===== src/design/integer_matrix_multiply_engine_unit_assert.svh =====
// ----------------------------------------------------------------------------
// Integer matrix multiply engine assertion macros
// Concurrent assertion helpers that compile away when assertions are off.
// ----------------------------------------------------------------------------
`ifndef INTEGER_MATRIX_MULTIPLY_ENGINE_UNIT_ASSERT_SVH
`define INTEGER_MATRIX_MULTIPLY_ENGINE_UNIT_ASSERT_SVH
`ifndef NO_ASSERTIONS
`define IMME_ASSERT_IMPL(label, clk, rst_n, prop) \
    label: assert property (@(posedge clk) disable iff (!rst_n) (prop)) \
        else $error("assertion failed");
`define IMME_NEVER(label, clk, rst_n, cond) \
    label: assert property (@(posedge clk) disable iff (!rst_n) !(cond)) \
        else $error("forbidden condition");
`else
`define IMME_ASSERT_IMPL(label, clk, rst_n, prop)
`define IMME_NEVER(label, clk, rst_n, cond)
`endif
`endif


===== src/design/imme_pkg.sv =====
`timescale 1ns / 1ps
`default_nettype none
// ----------------------------------------------------------------------------
// Integer matrix multiply engine package
// Shared types, opcodes, element type codes, register indices and helpers.
// ----------------------------------------------------------------------------
package imme_pkg;
    localparam logic [1:0] OP_LOAD_A = 2'd0;
    localparam logic [1:0] OP_LOAD_B = 2'd1;
    localparam logic [1:0] OP_START  = 2'd2;

    localparam logic [3:0] T_I4  = 4'd0;
    localparam logic [3:0] T_U4  = 4'd1;
    localparam logic [3:0] T_I8  = 4'd2;
    localparam logic [3:0] T_U8  = 4'd3;
    localparam logic [3:0] T_I16 = 4'd4;
    localparam logic [3:0] T_U16 = 4'd5;
    localparam logic [3:0] T_I32 = 4'd6;
    localparam logic [3:0] T_U32 = 4'd7;
    localparam logic [3:0] T_I64 = 4'd8;

    localparam logic [1:0] REG_ROWS  = 2'd0;
    localparam logic [1:0] REG_INNER = 2'd1;
    localparam logic [1:0] REG_COLS  = 2'd2;
    localparam logic [1:0] REG_TYPE  = 2'd3;

    localparam logic [63:0] NIB_MASK = 64'h0F;

    typedef struct packed {
        logic [1:0]  opcode;
        logic [2:0]  row;
        logic [2:0]  col;
        logic [63:0] value;
    } t_cmd;

    function automatic logic [63:0] widen(input logic [63:0] raw, input logic [3:0] t);
        logic [63:0] v;
        begin
            case (t)
                T_I4:  v = {{60{raw[3]}}, raw[3:0]};
                T_U4:  v = {60'd0, raw[3:0]};
                T_I8:  v = {{56{raw[7]}}, raw[7:0]};
                T_U8:  v = {56'd0, raw[7:0]};
                T_I16: v = {{48{raw[15]}}, raw[15:0]};
                T_U16: v = {48'd0, raw[15:0]};
                T_I32: v = {{32{raw[31]}}, raw[31:0]};
                T_U32: v = {32'd0, raw[31:0]};
                default: v = raw;
            endcase
            return v;
        end
    endfunction

    function automatic logic [63:0] narrow(input logic [63:0] s, input logic [3:0] t);
        logic [63:0] r;
        logic        hi_zero;
        logic        hi_ones;
        begin
            hi_zero = (s[63:4] == 60'd0);
            hi_ones = (s[63:3] == {61{1'b1}});
            case (t)
                T_I4: begin
                    if (s[63]) r = hi_ones ? (s & NIB_MASK) : 64'h8;
                    else       r = (hi_zero && !s[3]) ? s : 64'h7;
                end
                T_U4: begin
                    if (s[63]) r = 64'd0;
                    else       r = hi_zero ? s : 64'hF;
                end
                T_I8, T_U8:   r = {56'd0, s[7:0]};
                T_I16, T_U16: r = {48'd0, s[15:0]};
                T_I32, T_U32: r = {32'd0, s[31:0]};
                default:      r = s;
            endcase
            return r;
        end
    endfunction
endpackage
`default_nettype wire


===== src/design/imme_front.sv =====
`timescale 1ns / 1ps
`default_nettype none
// ----------------------------------------------------------------------------
// Command front end
// Accepts input beats, drops unused opcodes and loads outside the array,
// and queues the rest for the back end in a two-entry queue.
// ----------------------------------------------------------------------------
module imme_front #(
    parameter int MAX_DIM = 8
) (
    input  wire              i_clk,
    input  wire              i_rst_n,
    input  wire              i_valid,
    output logic             o_ready,
    input  imme_pkg::t_cmd   i_cmd,
    output logic             o_valid,
    input  wire              i_ready,
    output imme_pkg::t_cmd   o_cmd
);
    imme_pkg::t_cmd r_q [2];
    logic           r_wp;
    logic           r_rp;
    logic [1:0]     r_cnt;
    logic           keep;
    logic           push;
    logic           pop;

    always_comb begin
        case (i_cmd.opcode)
            imme_pkg::OP_LOAD_A, imme_pkg::OP_LOAD_B:
                keep = ({1'b0, i_cmd.row} < 4'(MAX_DIM)) && ({1'b0, i_cmd.col} < 4'(MAX_DIM));
            imme_pkg::OP_START: keep = 1'b1;
            default: keep = 1'b0;
        endcase
    end

    assign o_ready = (r_cnt != 2'd2);
    assign push    = i_valid && o_ready && keep;
    assign o_valid = (r_cnt != 2'd0);
    assign pop     = o_valid && i_ready;
    assign o_cmd   = r_q[r_rp];

    always_ff @(posedge i_clk) begin
        if (push) begin
            r_q[r_wp] <= i_cmd;
        end
        if (!i_rst_n) begin
            r_wp  <= 1'b0;
            r_rp  <= 1'b0;
            r_cnt <= 2'd0;
        end else begin
            if (push) r_wp <= ~r_wp;
            if (pop)  r_rp <= ~r_rp;
            r_cnt <= r_cnt + {1'b0, push} - {1'b0, pop};
        end
    end
endmodule
`default_nettype wire


===== config.mk =====
export PLATFORM = sky130hd
export DESIGN_NAME = imme_front
export DESIGN_NICKNAME = d
export VERILOG_FILES = /design/src/design/integer_matrix_multiply_engine_unit_assert.svh /design/src/design/imme_pkg.sv /design/src/design/imme_front.sv
export SDC_FILE = /design/constraint.sdc
export NUM_CORES = 1
export LEC_CHECK = 0
export BUFFER_PORTS_ARGS = -buffer_cell sky130_fd_sc_hd__buf_2
export CAP_MARGIN = 20
export CORE_MARGIN = 4
export CORE_UTILIZATION = 48
export DETAILED_ROUTE_END_ITERATION = 6
export GPL_TIMING_DRIVEN = 0
export PLACE_DENSITY = 0.75
export SETUP_SLACK_MARGIN = 0.3
export SYNTH_ARGS = -nofsm -noshare
export SYNTH_HDL_FRONTEND = slang
export SYNTH_SLANG_ARGS = --single-unit

===== constraint.sdc =====
create_clock -name i_clk -period 13.8 [get_ports i_clk]
set_clock_uncertainty 0.1 [all_clocks]
set_input_delay 1.38 -clock i_clk [delete_from_list [all_inputs] [get_ports i_clk]]
set_output_delay 1.38 -clock i_clk [all_outputs]
set_load 0.01 [all_outputs]

Yosys cells after proc, flatten, opt, wreduce, memory -nomap -nowiden
Memories as Yosys holds them, arrays and structs flattened. A register that Yosys moved wholly into a read port is not among the register bits. Cells that the tools add are included.

Bits in registers: 4. Latch bits: 0. Memory bits (writable): 144. Bits in read-only memories: 0. Bits of input ports: 76. Output and inout bits: 74. Memories kept: 1.

Memory list: r_q (depth 2, bits a word 72, read ports 1, clocked after memory_dff 1, write ports 1, RTL line imme_front.sv:20) `imme_pkg::t_cmd r_q [2];`.

Add/subtract/negate cells: 2. Multipliers: 0. Div/mod/pow operators: 0. Order comparisons: 0. Equal/unequal tests: 3. Shift operators: 0. Muxes and demuxes: 5. Bitwise operators: 2. Reductions and logical operators: 6.

Operator list (count): $mux 1 (5); $logic_and 1x1->1 (3); $reduce_or 3->1 (1); $add 2x1->2 (1); $eq 2x1->1 const B (1); $eq 2x2->1 const B (1); $logic_not 2->1 (1); $ne 2x2->1 const B (1); $not 1->1 (2); $reduce_bool 2->1 (1); $sub 2x1->2 (1).

Depth between registers and ports, before layout
Depth in word-level cells: 6. Gate-level depth with buffers: 7.

Worst setup path after synthesis
Ideal clock, no wire load.

Path kind: input to register. Start point: in i_valid. End point: mem r_q[0][0] in the netlist's numbering, enable pin. Library setup time: 0.503 ns. Arrival time: 4.721 ns. Path slack: 8.477 ns. Stages on the path: 3. Cells stage by stage: a21boi_2 nand2_1 nor2_1.

Longest elaborated chain between the ends: 4.

RTL lines: from (decl) (RTL line imme_front.sv:13) `input wire i_valid,`; $logic_and 1x1->1 (2 in series) (RTL line imme_front.sv:38) `assign push = i_valid && o_ready && keep;`; $mux 1 (RTL line imme_front.sv:44) `if (push) begin`; $mux 1 (not written as such) (RTL line imme_front.sv:45) `r_q[r_wp] <= i_cmd;`; to (decl) (RTL line imme_front.sv:20).

No other way between the ends.

==> reports/metrics.yaml <==
min_period_over_period_pct: 22.35
worst-setup-path-type: "flop to output port"
start_kind: "flop"
cts_setup_buffers: 0
num_vias: 2867
worstMarginPinSlew_ns: 0.5166
path_max_fanout: 10
synth_area_leaders: "edfxtp_1 79%, mux2_2 13%, mux2_1 2.1%"
synth.avg_cell_area_um2: 21.54
synth-seq-cells: 149
grt_max_degree: 40
required_ns: 12.32
ys.flop_type: "edfxtp_1"
grt_pass1_wl_um: 15120
synth_edf_count: 144
numCtsBuffers: 17
gp_congestion: 0.6969
syn_area_um2: 5493
post_cts_resized: 0
clk_pin_slew_ns: 0.06
postRouteAntennaNets: 0
ios: 150
areaGrowthSynthToFinish_pct: 28.52
hold_viol_final: 0
dieHeight_um: 115.0
cts_max_level: 4
relSlewSlack_pct: 65.56
drive_gt1_share_pct: 57.40
insertion_delay_ns: 0.40
grt_pass1_vias: 3052
drv_cap: 0
status: "completed"
wl_um: 9797
fin_hold_ws_ns: 0.4976
tns_ns: 0
rows: 38
drc: 0
setup_viol: 0
dr.first_iter.drc_count: 120
io_buffers: 149
hold_path_class: "flop to flop"
grt_overflow_total: 0
cts_root_buf: "clkbuf_16"
yosysMostFrequentCell: "edfxtp_1"
dieArea_um2: 13220
cp_top_family: "buffers and inverters"
ys_seq_area_share_pct: 80.55
critPathBufInv: 3
place_area_um2: 6486
initial_utilization_pct: 49.80
path_cells: "buf_4 > buf_6 > mux2_2 > buf_2"
fin_area_um2: 7059
hold_buffers: 0
clock_path_buffers: 2
synth_top_area_share_pct: 78.72
diodes: 0
async_reset_ff_share_pct: 0
synth_warnings: 0
cts_sinks: 149
dieWidth_um: 115.0
p_leak_nw: 2.647
layout.nets: 503
drt-pass1-iter-count: 4
synthCells: 255
coreArea_um2: 11030
viasPerCell: 4.952
rsz0062_at_grt: "false"
end_kind: "output port"
fmax_mhz: 324.3
post-dp-hpwl_um: 6666
antenna_found_initial: 1
yosysUniqueCellTypes: 22
synthTopCellsByCount: "144 x edfxtp_1, 62 x mux2_2, 10 x mux2_1, 7 x buf_6, 5 x dfxtp_1"
arrival_ns: 1.60
yosysTopAreaCell: "edfxtp_1"
n_fill_cell: 819
cts_tree: "done"
ir_drop_mv: 0.09691
cpMaxStageDelayCell: "mux2_2"
cpPeakStageDelay_ns: 0.34
synth_nets: 332
final_max_slew_viol_count: 0
pwr_density_cell_nw_per_um2: 173.9
period_needed_ns: 3.084
wl_per_cell_um: 16.92
grtUsageTotal_pct: 15.26
==> worst paths after layout <==
check / slack [ns] / to / startpoint / cells past startpoint
setup / recovery: 10.72 / o_cmd[63] / flop / 4
hold / removal: 0.50 / flop / r_rp / 2
setup reg to reg: 11.85 / r_q[1][19] / r_cnt[0] / 3
hold reg to reg: 0.50 / flop / r_rp / 2
==> area by class of cell <==
cell class	instances	area, um^2	area share, %
Buffer	8	86.33	1.223
Clock buffer	20	436.7	6.186
Clock inverter	12	136.4	1.932
Multi-Input combinational cell	98	994.7	14.09
Sequential cell	149	4424	62.67
Tap cell	140	175.2	2.481
Timing Repair Buffer	152	805.8	11.41
==> metrics by stage <==
| step | setup slack (ns) | utilization [%] | total power [mW] | cells |
|---|---|---|---|---|
| final | 10.72 | 64.00 | 1.227 | 579 |
| after global routing | 10.63 | 64.00 | 1.282 | 579 |
| after global placement | 6.697 | 58.14 | 0.7937 | 544 |
| after floorplan | 8.477 | - | 0.7093 | 255 |
| after CTS | 10.68 | 64.00 | 1.245 | 579 |
| after detailed placement | 10.67 | 58.80 | 0.8006 | 547 |
==> cell families (layout without fill, tap and decap cells) <==
logic type      after synthesis  in the layout  share of synthesized area (%)
flops                       149            149                          80.55
buf+inv                       8            192                          1.572
simple gates                 17             17                          1.777
xor+xnor                      2              2                         0.3190
mux                          73             73                          14.94
fa+ha+maj                     1              1                         0.2278
compound gates                5              5                         0.6150
==> cell usage in the layout, fill, tap and decap left out <==
cell          n
buf_2       149
bufinv_16     3
nand2_1       4
or2_1         1
a211oi_1      1
mux2_2       62
nor3_2        1
nand2b_1      2
ha_1          1
dfxtp_1       5
nand3_1       1
mux2i_1       1
and2b_4       1
buf_6         7
mux2_1       10
nor2_4        1
buf_12        3
clkinv_1      4
clkbuf_1      3
clkbuf_16    17
clkinv_4      1
edfxtp_1    144
xnor2_1       2
nor2_1        1
buf_4         1
a21boi_2      1
and3_4        1
clkinv_2      3
clkinvlp_4    1
and2_1        4
o21ai_0       1
a21oi_1       2
==> state kept, by name, summed over array words and instances (netlist names), named ones only <==
name   flops
r_q      144
r_cnt      2
r_rp       1
r_wp       1
==> per-layer routing <==
| layer | wire length [um] | part of all wire [%] | global-route usage [%] |
|---|---|---|---|
| met5 | 7 | 0.071 | 0 |
| met1 | 3897 | 40 | 18.08 |
| met3 | 791 | 8.1 | 5.263 |
| met4 | 166 | 1.7 | 6.416 |
| met2 | 4934 | 50 | 25.50 |
==> worst min-delay path, delay by kind of cell, from the launching register on <==
family | cells | cell delay, ns
flip-flops | 1 | 0.33
XOR/XNOR | 1 | 0.08
AND/OR/NAND/NOR | 1 | 0.15
==> where the power goes <==
group | internal (mW) | switching (mW) | total [mW]
sequential | 0.545 | 0.0112 | 0.556
combinational | 0.114 | 0.117 | 0.231
clock | 0.281 | 0.160 | 0.441
No activity file was read; power rests on OpenSTA's default activity.
